File: config.mk
export PLATFORM = sky130hd
export DESIGN_NAME = lzc_front_flat
export DESIGN_NICKNAME = d
export VERILOG_FILES = /design/src/sv/lzc_pkg.sv /design/src/sv/lzc_if.sv /design/src/sv/lzc_front.sv /design/src/flat_wrapper.sv
export SDC_FILE = /design/constraint.sdc
export NUM_CORES = 1
export LEC_CHECK = 0
export BUFFER_PORTS_ARGS = -buffer_cell sky130_fd_sc_hd__buf_2
export CORE_MARGIN = 2
export CORE_UTILIZATION = 30
export CTS_CLUSTER_SIZE = 8
export DETAILED_ROUTE_END_ITERATION = 6
export PLACE_DENSITY = 0.53
export SETUP_SLACK_MARGIN = 0.2
export SYNTH_ARGS = -nofsm -noshare
export SYNTH_HDL_FRONTEND = slang
export SYNTH_SLANG_ARGS = --single-unit
File: constraint.sdc
create_clock -name clk -period 2.1 [get_ports clk]
set_input_delay 0.42 -clock clk [delete_from_list [all_inputs] [get_ports clk]]
set_output_delay 0.42 -clock clk [all_outputs]
set_load 0.02 [all_outputs]
File: src/sv/lzc_pkg.sv
// Shared constants and types for the LZ77 hash-chain coder.
`default_nettype none
package lzc_pkg;
	localparam int WINDOW_SIZE_DEF = 4096;
	localparam int MAX_MATCH_DEF = 32;
	localparam int HASH_BITS_DEF = 15;
	localparam int RING_DEPTH_DEF = 8192;
	localparam int MIN_MATCH = 3;

	localparam int POS_W = 32;
	localparam int DIST_W = 13;
	localparam int LEN_W = 6;
	localparam int EPOCH_W = 4;
	localparam int PADDR_W = 3;

	localparam logic [PADDR_W-1:0] ADDR_MAX_DISTANCE = 3'd0;
	localparam logic [PADDR_W-1:0] ADDR_MAX_LENGTH = 3'd4;

	typedef struct packed {
		logic [7:0] data_byte;
		logic       last_byte;
		logic       code;
	} item_t;

	typedef struct packed {
		logic              is_match;
		logic [7:0]        literal_value;
		logic [DIST_W-1:0] match_distance;
		logic [LEN_W-1:0]  match_length;
		logic              last_in_run;
		logic              end_of_stream;
	} token_t;

	typedef struct packed {
		logic [DIST_W-1:0] max_dist;
		logic [LEN_W-1:0]  max_len;
	} limits_t;
endpackage
`default_nettype wire

File: src/sv/lzc_if.sv
// Stream interfaces for input bytes and output tokens.
`default_nettype none
interface lzc_in_if;
	logic       valid;
	logic       ready;
	logic [7:0] data_byte;
	logic       last_byte;
	modport source(output valid, output data_byte, output last_byte, input ready);
	modport sink(input valid, input data_byte, input last_byte, output ready);
endinterface

`default_nettype wire

File: src/sv/lzc_front.sv
// Input side: takes bytes, tags those that release a coding step, queues them.
`default_nettype none
module lzc_front #(
	parameter int MAX_MATCH = lzc_pkg::MAX_MATCH_DEF
) (
	input  wire logic           clk,
	input  wire logic           arst_n,
	lzc_in_if.sink              in_ch,
	output lzc_pkg::item_t      item,
	output logic                item_valid,
	input  wire logic           item_pop
);
	localparam int LOOKAHEAD = MAX_MATCH + 2;
	localparam int CNT_W = $clog2(LOOKAHEAD);
	localparam int DEPTH = 4;
	localparam int PTR_W = 2;
	localparam logic [CNT_W-1:0] SEEN_FULL = CNT_W'(LOOKAHEAD - 1);

	lzc_pkg::item_t   fifo_q [DEPTH];
	logic [PTR_W-1:0] wr_ptr_q, rd_ptr_q;
	logic [PTR_W:0]   fill_q;
	logic [CNT_W-1:0] seen_q;
	logic             push, pop;
	lzc_pkg::item_t   new_item;

	assign in_ch.ready = fill_q != (PTR_W+1)'(DEPTH);
	assign push = in_ch.valid & in_ch.ready;
	assign item_valid = fill_q != '0;
	assign pop = item_pop & item_valid;
	assign item = fifo_q[rd_ptr_q];

	// coder trails the input by the lookahead, so a byte codes once the window is full
	always_comb begin
		new_item.data_byte = in_ch.data_byte;
		new_item.last_byte = in_ch.last_byte;
		new_item.code = seen_q == SEEN_FULL;
	end

	always_ff @(posedge clk) begin
		if (push) begin
			fifo_q[wr_ptr_q] <= new_item;
		end
	end

	always_ff @(posedge clk or negedge arst_n) begin
		if (!arst_n) begin
			wr_ptr_q <= '0;
			rd_ptr_q <= '0;
			fill_q <= '0;
			seen_q <= '0;
		end else begin
			if (push) begin
				wr_ptr_q <= wr_ptr_q + 1'b1;
				if (in_ch.last_byte) begin
					seen_q <= '0;
				end else if (seen_q != SEEN_FULL) begin
					seen_q <= seen_q + 1'b1;
				end
			end
			if (pop) begin
				rd_ptr_q <= rd_ptr_q + 1'b1;
			end
			if (push && !pop) begin
				fill_q <= fill_q + 1'b1;
			end else if (pop && !push) begin
				fill_q <= fill_q - 1'b1;
			end
		end
	end
endmodule
`default_nettype wire

File: src/flat_wrapper.sv
// flat-port wrapper written by rule: the top's interface ports become plain ports
module lzc_front_flat 
#(
	parameter int MAX_MATCH = lzc_pkg::MAX_MATCH_DEF
)
  (clk, arst_n, item, item_valid, item_pop, in_ch_valid, in_ch_data_byte, in_ch_last_byte, in_ch_ready);
  lzc_in_if in_ch_i ();
  input  wire logic clk;
  input  wire logic arst_n;
  output lzc_pkg::item_t item;
  output logic item_valid;
  input  wire logic item_pop;
  input wire logic [$bits(in_ch_i.valid)-1:0] in_ch_valid;
  input wire logic [$bits(in_ch_i.data_byte)-1:0] in_ch_data_byte;
  input wire logic [$bits(in_ch_i.last_byte)-1:0] in_ch_last_byte;
  output wire logic [$bits(in_ch_i.ready)-1:0] in_ch_ready;
  assign in_ch_i.valid = in_ch_valid;
  assign in_ch_i.data_byte = in_ch_data_byte;
  assign in_ch_i.last_byte = in_ch_last_byte;
  assign in_ch_ready = in_ch_i.ready;
  lzc_front #(.MAX_MATCH(MAX_MATCH)) u_core (.clk(clk), .arst_n(arst_n), .in_ch(in_ch_i), .item(item), .item_valid(item_valid), .item_pop(item_pop));
endmodule
======== Word level (Yosys, flattened, before mapping) ========
Memory sizes are Yosys's and may differ from the RTL's.
Index checks and enable logic that the tools add are counted.
cells by class
  reductions and logical operators ........ 8
  equality and inequality tests ........... 3
  multiplexer cells ....................... 6
  $add $sub $neg .......................... 5
  bitwise logic cells ..................... 2
operators with widths
  operator                                                            number
  6-bit two-way mux                                                   2
  6-bit by 1-bit adder with 6-bit output, second input constant       1
  6-bit == test, second input constant                                1
  3-bit two-way mux                                                   2
  6-bit inequality test, second input constant                        1
  2-bit by 1-bit adder with 2-bit output, second input constant       2
  2-bit nonzero test                                                  2
  3-bit by 1-bit adder with 3-bit output, second input constant       1
  3-bit inequality test, second input constant                        1
  3-bit nonzero test                                                  1
  3-bit by 1-bit subtractor with 3-bit output, second input constant  1
  1-bit bitwise AND                                                   2
  1-bit logical AND                                                   2
  1-bit logical NOT                                                   2
  1-bit two-way mux                                                   2
  2-bit AND reduction                                                 1
word-level totals
  bits of input ports ..................... 13
  logic and storage cells ................. 29
  memories ................................ 1
  memory bits (writable) .................. 40
  register bits after elaboration ......... 13
  output and inout port bits .............. 12
memory list
  name           words  bits a word  read ports  clocked after memory_dff  wr ports  line             RTL
  u_core.fifo_q  4      10           1           0                         1         lzc_front.sv:19  lzc_pkg::item_t fifo_q [DEPTH];

======== Logic depth before layout (Yosys ltp) ========
Gate-level depths: netlist (run 1).
  depth in word-level cells ............... 6
  gate-level depth with buffers ........... 10

======== Least setup slack after synthesis (run 1) ========
Ideal clock, no wire load.
  path type ............................... flip-flop to flip-flop
  start point ............................. register u_core.fill_q[1]
  end point ............................... register u_core.fill_q[2]
  stages on the path, launching flop included .. 9
  period minus slack after synthesis ...... 2.142 ns
  arrival time ............................ 2.063 ns
  setup slack ............................. -0.042 ns
  buffers on the path ..................... 0
  cell sequence ........................... dfrtp_1 > or3_1 > nand2_1 > ha_1 > inv_1 > fa_1 > xor2_1 > nor2_1 > xor2_1
on the way
  word-level cells in the longest chain between the ends .. 5
  elaborated cells on any way between the ends .. 13
RTL lines
  item                                                            line                RTL
  from (decl)                                                     lzc_front.sv:21     logic [PTR_W:0] fill_q;
  from (signal assigned)                                          lzc_front.sv:64     fill_q <= fill_q + 1'b1;
  from (signal assigned)                                          lzc_front.sv:66     fill_q <= fill_q - 1'b1;
  3-bit nonzero test *                                            lzc_front.sv:28     assign item_valid = fill_q != '0;
  via item_valid                                                  flat_wrapper.sv:11  output logic item_valid;
  1-bit bitwise AND *                                             lzc_front.sv:29     assign pop = item_pop & item_valid;
  1-bit logical NOT                                               lzc_front.sv:63     if (push && !pop) begin
  1-bit logical AND                                               lzc_front.sv:63
  3-bit two-way mux / 2-bit nonzero test (equally long branches)  n/a
The timed path passes the listed nets; every way through them passes the cells marked *. The select of a mux whose other input is x is not followed.
A chain may end at the register's enable or synchronous reset.

==> results, run 1 <==
- The first-pass iteration count of the detailed router is 4.
- The number of distinct library cells after synthesis is 31.
- The number of remaining DRC errors is 0.
- The aggregate negative setup slack is 0 ps.
- The simple-gate share of the synthesized area is 0.07918.
- Pin placement for this block handled 25 I/O pins.
- The share of power burned in combinational logic is 0.394.
- The part of the cycle the worst path needs is 0.9495.
- The number of buffers inserted during clock tree synthesis is 5.
- For this design, the slowest cell found on the critical path is mux4_2.
- The number of violations reported at the end of detailed-routing iteration 0 is 72.
- The total via count in the routed design is roughly 1.3k.
- The startpoint identified for the worst register-to-register timing path is u_core.fill_q[0].
- The final estimated routing congestion in global placement is roughly 0.81.
- The share of total power dissipated in sequential elements is 0.426.
- The end point of the worst hold path is u_core.fifo_q[0][3].
- The net count after synthesis is 152.
- Compared with the post-synthesis result, the final layout area differs by 23.09%.
- The first global-routing pass estimated 7182 um of wire.
- In this run the most critical hold path is launched from in_ch_data_byte[1].
- The required time at the endpoint of the critical path is 1680 ps.
- Entering global routing, the biggest net connects 17 pins.
- Synthesis inferred 53 register bits.
- Fill cells in the final layout number 723.
- The kind of start point of the critical path is a flop.
- The first element of the critical path is u_core.rd_ptr_q[0].
- The root buffer selected by CTS is clkbuf_8.
- The dominant combinational cell family by area after synthesis is multiplexers.
- The width of the die is 90.79 um.
- The post-synthesis instance area is 2260 um^2.
- Leaving out fill and tap cells, the most frequent cells in the layout are edfxtp_1, buf_2, buf_4.
- The number of pins exceeding their max-slew limit in the final report is 0.
- In this design, the largest share of critical-path delay is due to multiplexers.
- The number of hold violations in the final report is 0.
- The total congestion overflow is 0.
- Measured in cells, the most critical reg-to-reg path has a length of 9.
- Counting buffers and inverters, the worst setup path is 3 cells deep.
- Max-cap violations in this run came to 0.
- The arithmetic-cell share of the synthesized area counting full adders, half adders and majority gates is 0.04762.
- The library cell used most frequently in the layout, excluding fill and tap cells, is edfxtp_1.
- The internal power is around 2.5 mW.
- The average instance in the mapped netlist occupies 17.25 um^2.
- Setup repair after global routing could not meet its margin everywhere.
- The die area is 8243 um^2.
- The later-pin clock latency in the skew report is 300 ps.
- The number of antenna violations at the first check in global routing came to 0.
- The count of buffer and inverter cells on the critical path is 2.
- The number of global-route vias before repair is 1439.
- At the worst endpoint, the arrival time is 1570 ps.
- The number of nets with antenna violations after routing is 0.
- After detailed routing, the number of vias per cell comes to 4.681.
- The run finished with clean final reports.
- The sequential fraction of the synthesis area is 0.6755.
- The instance count of the mapped netlist is ~130.
- The total routing usage reported by global routing is 0.1126.
- The area of the multi-input gates is ~720 um^2.
- The initial standard-cell utilization of the core is 0.3099.
- The final setup skew is 4.117 ps.
- The region available for standard cell placement spans about 7300 um^2.
- The final number of setup-violating endpoints is 0.
- The number of antenna diodes is 0.
- The post-synthesis compound-gate area fraction came to 0.04374.
- The clock drives 53 sinks.
- The finished cells cover between 2000 and 3000 um^2.
- Clock-pin slew was measured on the worst setup and hold paths at roughly 90 ps.
- The routed wire length is 4357 um.
- For this run, the number of Yosys warnings is 0.
- The worst-case IR drop observed on VDD is 0.0006098 V.
- The transition time at the pin with the least slew margin is 319.8 ps.
- After floorplanning, the core was divided into 31 placement rows.
- The cell area power density is 1375 nW/um^2.
- Of the total power, the share spent switching nets is 0.3339.
- Summing all placed instances gives a cell area of 2545 um^2.
- In this run the worst path has a maximum fanout of 10.
- Walking the worst path, the cells encountered are buf_12 -> mux4_2 -> buf_2.
- The multiplexer share of the synthesized area is 0.1113.
- For this design the total switching power over the nets is 1.277 mW.
- The final-layout worst hold slack is 331.0 ps.
- The HPWL after detailed placement is 2803 um.
- In this design, the stage delay of the slowest critical-path cell is ~520 ps.
- By startpoint and endpoint, the worst setup path is classified as reg2out.
- STA classifies the critical path endpoint as an output port.
- The TritonCTS clock tree is yes.
- The minimum setup slack among reg-to-reg paths is 130 ps.
- The y dimension of the die is 90.79 um.
- For this run, the top clock speed supported by timing is between 500 and 600 MHz.
- The average wire per standard cell is 15.96 um.
- The leakage power summed over all cells is 1.020 nW.
- Of the cells placed in the final design, the portion with a size suffix greater than 1 is 0.4368.
- The path class of the tightest hold or removal check is in2reg.
- The minimum period implied by the final worst setup slack is about 2000 ps.
- The number of nets in the final layout is slightly below 200.
- The number of levels the H-tree was split into is 2.
- The worst flop-to-flop path endpoint is u_core.fill_q[1].
- Buffers placed on the I/O ports in this run total 24.
- The storage element area is ~1500 um^2.
- The share of total power dissipated in the clock network is 0.179.
- The worst max-slew margin expressed relative to the limit is 0.7868.
- Of the total synthesized cell area, the portion taken by XOR and XNOR cells is 0.02326.
- The maximum clock insertion buffer count is 2.
- The cell depth of the worst min-delay path is 1.
worst reg2reg max path, stage by stage, from the launching register on:
cell and delay (ps):
dfrtp_2 420, buf_4 150, nor3b_4 220, inv_2 70
nand2_4 70, inv_4 50, ha_4 160, inv_2 50
fa_2 430, mux2_2 260
power by group through the flow:
stage / Clock (mW) / Sequential [mW] / Combinational [mW]
finish: 0.686 / 1.63 / 1.51
global route: 0.753 / 1.67 / 1.64
CTS: 0.719 / 1.63 / 1.50
detailed placement: 0 / 1.68 / 1.31
global placement: 0 / 1.65 / 1.26
floorplan: 0 / 1.57 / 0.977
cell type report:
class	instances	share of cell area
clock inverters	2	0.01395
well taps	99	0.04453
clock buffers	6	0.02609
inverters	7	0.01035
repair buffers	39	0.09447
flip-flops and latches	53	0.5502
multi-input cells	67	0.2605
stage by stage:
| step | setup slack (ps) | util | instances | total power, mW |
|---|---|---|---|---|
| 6_report | 106.1 | 0.3814 | 273 | 3.825 |
| 5_1_grt | 45.54 | 0.3814 | 273 | 4.062 |
| 4_1_cts | 84.50 | 0.3801 | 272 | 3.856 |
| 3_5_place_dp | 52.18 | 0.3490 | 253 | 2.988 |
| 3_3_place_gp | 146.7 | 0.3490 | 253 | 2.913 |
| 2_1_floorplan | 104.9 | - | 131 | 2.545 |
cell families after synthesis:
logic type / Yosys count
AO/OA/AOI/OAI: 14
XOR/XNOR: 6
adder cells (fa/ha/maj): 8
buffers and inverters: 11
flip-flops: 53
multiplexers: 12
AND/OR/NAND/NOR: 27
layer usage:
| metal | global-route usage | vias to the layer above | share of wire |
|---|---|---|---|
| met5 | 0 | - | 0 |
| met4 | 0.03283 | 0 | 0.0057 |
| met3 | 0.02671 | 4 | 0.042 |
| met2 | 0.1959 | 29 | 0.52 |
| met1 | 0.1394 | 655 | 0.43 |
| li1 | - | 590 | - |
sequential cells by signal, indices dropped and copies added (netlist names):
register	flops
u_core.fill_q	3
u_core.wr_ptr_q	2
u_core.seen_q	6
u_core.fifo_q	40
u_core.rd_ptr_q	2
Yosys cell counts:
master     count  share of area
o311ai_0       2         0.0078
and3_2         4          0.013
nor3b_4        1         0.0083
fa_1           1         0.0089
xnor2_1        4          0.016
or3_1          3         0.0083
mux4_2        10           0.10
nor2_1         4         0.0066
clkbuf_1       2         0.0033
edfxtp_1      40           0.53
mux2_2         1         0.0050
or4_1          1         0.0033
ha_1           7          0.039
inv_2          3         0.0050
or4_4          1         0.0050
o211ai_1       3          0.010
nor2b_1        1         0.0028
nand4bb_1      1         0.0050
xor2_1         2         0.0078
nand3_1        4         0.0089
buf_2          1         0.0022
mux2_4         1         0.0066
o31ai_1        1         0.0033
nand2_1        4         0.0066
o21ai_0        7          0.016
o311ai_2       1         0.0072
or4b_1         1         0.0044
nand3b_1       2         0.0066
inv_1          4         0.0066
dfrtp_1       13           0.14
clkbuf_2       1         0.0022
worst max path at each step:
stage                       endpoint  slack (ps)
CTS                          item[0]          80
detailed placement  u_core.fill_q[2]          50
finish                       item[0]         110
global route                 item[0]          50
floorplan           u_core.fill_q[1]         100
global placement    u_core.fill_q[2]         150
repair_timing:
item	in CTS	in global routing
hold buffers	1	0
endpoints found under the hold margin	7	0
gates resized for setup	6	1
endpoints found under the setup margin	12	13
setup buffers	10	1
pin swaps	6	2
(Power assumes the default switching activity.)
==> inputs of run 2 (changes only) <==
--- a/config.mk
+++ b/config.mk
@@ -6,11 +6,11 @@
 export NUM_CORES = 1
 export LEC_CHECK = 0
 export BUFFER_PORTS_ARGS = -buffer_cell sky130_fd_sc_hd__buf_2
-export CORE_MARGIN = 2
+export CORE_MARGIN = 1
 export CORE_UTILIZATION = 30
 export CTS_CLUSTER_SIZE = 8
 export DETAILED_ROUTE_END_ITERATION = 6
-export PLACE_DENSITY = 0.53
+export PLACE_DENSITY = 0.51
 export SETUP_SLACK_MARGIN = 0.2
 export SYNTH_ARGS = -nofsm -noshare
 export SYNTH_HDL_FRONTEND = slang
==> constraint.sdc (replaced) <==
create_clock -name clk -period 2.04 [get_ports clk]
set_input_delay 0.408 -clock clk [delete_from_list [all_inputs] [get_ports clk]]
set_output_delay 0.408 -clock clk [all_outputs]
set_load 0.01 [all_outputs]
==> run 2 against run 1 <==
Critical path depth unchanged; count of clock-buffer cells in the layout stayed put; first-iteration DRC count shrank 6.9%; setup slack worse by 18 ps; clock skew rose by 1.5 ps; largest power group unchanged; total power shrank 3.8%; global-route usage rose by 0.24 points; clock power down 15%.
==> results, run 2 (synthesized netlist as in run 1, its figures left out) <==
- The run finished with clean final reports.
- The final number of setup-violating endpoints is 0 (unchanged).
- The y dimension of the die is 88.79 um (-2.2%).
- STA classifies the critical path endpoint as an output port.
- The part of the power in registers came to 0.457 (+0.031).
- The placeable core region is 7253 um^2 (-0.53%).
- The number of pins exceeding their max-slew limit in the final report is 0 (unchanged).
- Leaving out fill and tap cells, the most frequent cells in the layout are edfxtp_1, buf_2, buf_4.
- The total via count in the routed design is 1276 (-0.16%).
- TritonCTS built the clock tree.
- The maximum net fanout on the critical path is 10 (unchanged).
- The maximum clock insertion buffer count is 2 (unchanged).
- The number of nets in the final layout came to 195 (+0.52%).
- The number of flip-flops in the largest register is 40 (unchanged).
- The data arrival time of the critical path is 1540 ps (-30 ps).
- The layout cell share with drive strength beyond 1 was 0.4400 (+0.003218).
- The aggregate negative setup slack is 0 ps (unchanged).
- The total routing usage reported by global routing is 0.1150 (+0.002394).
- The first-pass iteration count of the detailed router came to 4 (unchanged).
- The later-pin clock latency in the skew report is 310 ps (about the same).
- The share of power burned in combinational logic is 0.385 (-0.009).
- The final setup skew is 5.666 ps (+1.549 ps).
- The internal power came to 2.492 mW (-2.2%).
- The final-layout worst hold slack is 315.1 ps (-15.89 ps).
- Setup repair after global routing could not meet its margin everywhere.
- The root buffer selected by CTS is clkbuf_8.
- The required time at the endpoint of the critical path is 1630 ps (-50 ps).
- The cell area power density was 1335 nW/um^2 (-2.9%).
- The highest cell delay on the worst timing path was 520 ps (about the same).
- Compared with the post-synthesis result, the final layout area differs by 22.04%.
- The average wire per standard cell is 14.73 um (-7.7%).
- The number of buffers inserted during clock tree synthesis is 5 (unchanged).
- The number of hold violations in the final report is 0 (unchanged).
- The HPWL after detailed placement is 2680 um (-4.4%).
- The final estimated routing congestion in global placement is 0.8174 (+0.95%).
- Traced cell by cell, the critical path runs through buf_12 -> mux4_2 -> buf_2.
- The number of nets with antenna violations after routing came to 0 (unchanged).
- The width of the die was 88.79 um (-2.2%).
- The clock share of power is 0.158 (-0.021).
- The initial standard-cell utilization of the core is 0.3115 (+0.001657).
- The class of the tightest hold or removal check is in2reg.
- The transition time at the pin with the least slew margin is 312.4 ps (-7.415 ps).
- The number of violations reported at the end of detailed-routing iteration 0 is 67 (-6.9%).
- The routed wire length is 4035 um (-7.4%).
- The number of antenna diodes is 0 (unchanged).
- The library cell used most frequently in the layout, excluding fill and tap cells, is edfxtp_1.
- The placement row count is 31 (unchanged).
- The leakage power summed over all cells is 1.006 nW (-1.4%).
- The fraction of power spent switching nets was 0.3230 (-0.01089).
- The number of antenna violations at the first check in global routing is 0 (unchanged).
- The number of levels the H-tree was split into is 2 (unchanged).
- The global-route wire length before repair came to 6568 um (-8.5%).
- The number of remaining DRC errors came to 0 (unchanged).
- The die area is 7884 um^2 (-4.4%).
- The cell count after placement is 254 (+0.40%).
- The kind of critical path is reg2out.
- The maximum ir drop on the vdd rail was 0.0005948 V (-2.5%).
- The cell with the largest stage delay on the worst path is mux4_2.
- The register clock-pin slew on the reported worst setup and hold paths came to 90 ps (about the same).
- The port buffer count is 24 (unchanged).
- The worst path in the final design needs a cycle of 1952 ps, including I/O delays and setup.
- The worst setup path is launched from a flop.
- Timing would allow up to 512.3 MHz.
- The part of the cycle the worst path needs is 0.9568.
- The count of non-filler cells in the finished layout is 274 (+0.37%).
- The power spent charging and discharging nets is 1.189 mW (-6.9%).
- The maximum number of pins on one net before global-route repair was 17 (unchanged).
- The count of pins on the block boundary was 25 (unchanged).
- The final instance area came to 2758 um^2 (-0.85%).
- The total congestion overflow is 0 (unchanged).
- The number of global-route vias before repair is 1350 (-6.2%).
- The number of max-cap violations is 0 (unchanged).
- The total cell area at the placement stage is 2557 um^2 (+0.49%).
- The number of clock sinks seen by CTS is 53 (unchanged).
- The register ranked first by flip-flop count is u_core.fifo_q.
- The largest registers in the layout are u_core.fifo_q x40, u_core.seen_q x6, u_core.fill_q x3.
- The worst max-slew margin expressed relative to the limit is 0.7917 (+0.004943).
- The post-detailed-route via-to-cell ratio was 4.657 (-0.52%).
run 2: cell count changes in the layout (fill, tap and decap cells not counted), sizes merged:
| cell | previous run | this run |
|---|---|---|
| clkinvlp | 0 | 2 |
| clkinv | 1 | 0 |
| bufinv | 1 | 0 |
| buf | 38 | 39 |
run 2: final cells by class:
cell class	count	area, um^2
fill	689	4496
sequential	53	1530
multi-input combinational	67	728.2
timing repair buffer	40	259.0
tap	99	123.9
clock buffer	6	72.57
inverter	7	28.78
clock inverter	2	15.01
run 2: timing repair:
| action | in CTS | in global routing |
|---|---|---|
| pin swaps | 6 | 4 |
| resized for setup | 5 | 2 |
| setup endpoints to repair | 12 | 14 |
| hold buffers | 1 | 0 |
| endpoints found under the hold margin | 13 | 0 |
| cloned | 0 | 0 |
| buffers inserted | 9 | 2 |
run 2: per-layer routing:
| layer | track usage | vias to the layer above | share of wire |
|---|---|---|---|
| met5 | 0 | - | 0 |
| met4 | 0.05132 | 0 | 0.018 |
| li1 | - | 594 | - |
| met3 | 0.03078 | 10 | 0.041 |
| met1 | 0.1442 | 633 | 0.44 |
| met2 | 0.1867 | 39 | 0.50 |
run 2: worst max-delay path: cells and delay by family, from the launching register on:
family	cells	cell delay (ps)
buf+inv	2	320
flops	1	400
mux	1	520
run 2: power by group through the flow:
stage                     combinational [mW]  clock [mW]  sequential (mW)
after floorplan                        0.891           0             1.61
after global placement                  1.21           0             1.70
after detailed placement                1.25           0             1.72
after CTS                               1.41       0.608             1.68
after global routing                    1.55       0.651             1.72
final                                   1.42       0.581             1.68
run 2: path summary, 6_finish.rpt:
kind | cells after the start | slack (ps) | from | endpoint
max | 3 | 90 | u_core.rd_ptr_q[0] | item[0]
min | 1 | 320 | in_ch_data_byte[5] | u_core.fifo_q[0][7]
max reg2reg | 9 | 90 | u_core.fill_q[0] | u_core.fill_q[1]
min reg2reg | 1 | 510 | u_core.fill_q[2] | u_core.fill_q[2]
max in group asynchronous | 2 | 1270 | arst_n | u_core.rd_ptr_q[1]
min in group asynchronous | 2 | 510 | arst_n | u_core.seen_q[4]
run 2: through the flow:
stage / power, mW / utilization / setup slack (ps)
final: 3.681 / 0.3802 / 88.18
after global placement: 2.913 / 0.3526 / 83.19
after floorplan: 2.506 / - / 80.66
after global routing: 3.922 / 0.3802 / 30.49
after detailed placement: 2.977 / 0.3526 / 28.66
after CTS: 3.696 / 0.3771 / 53.62
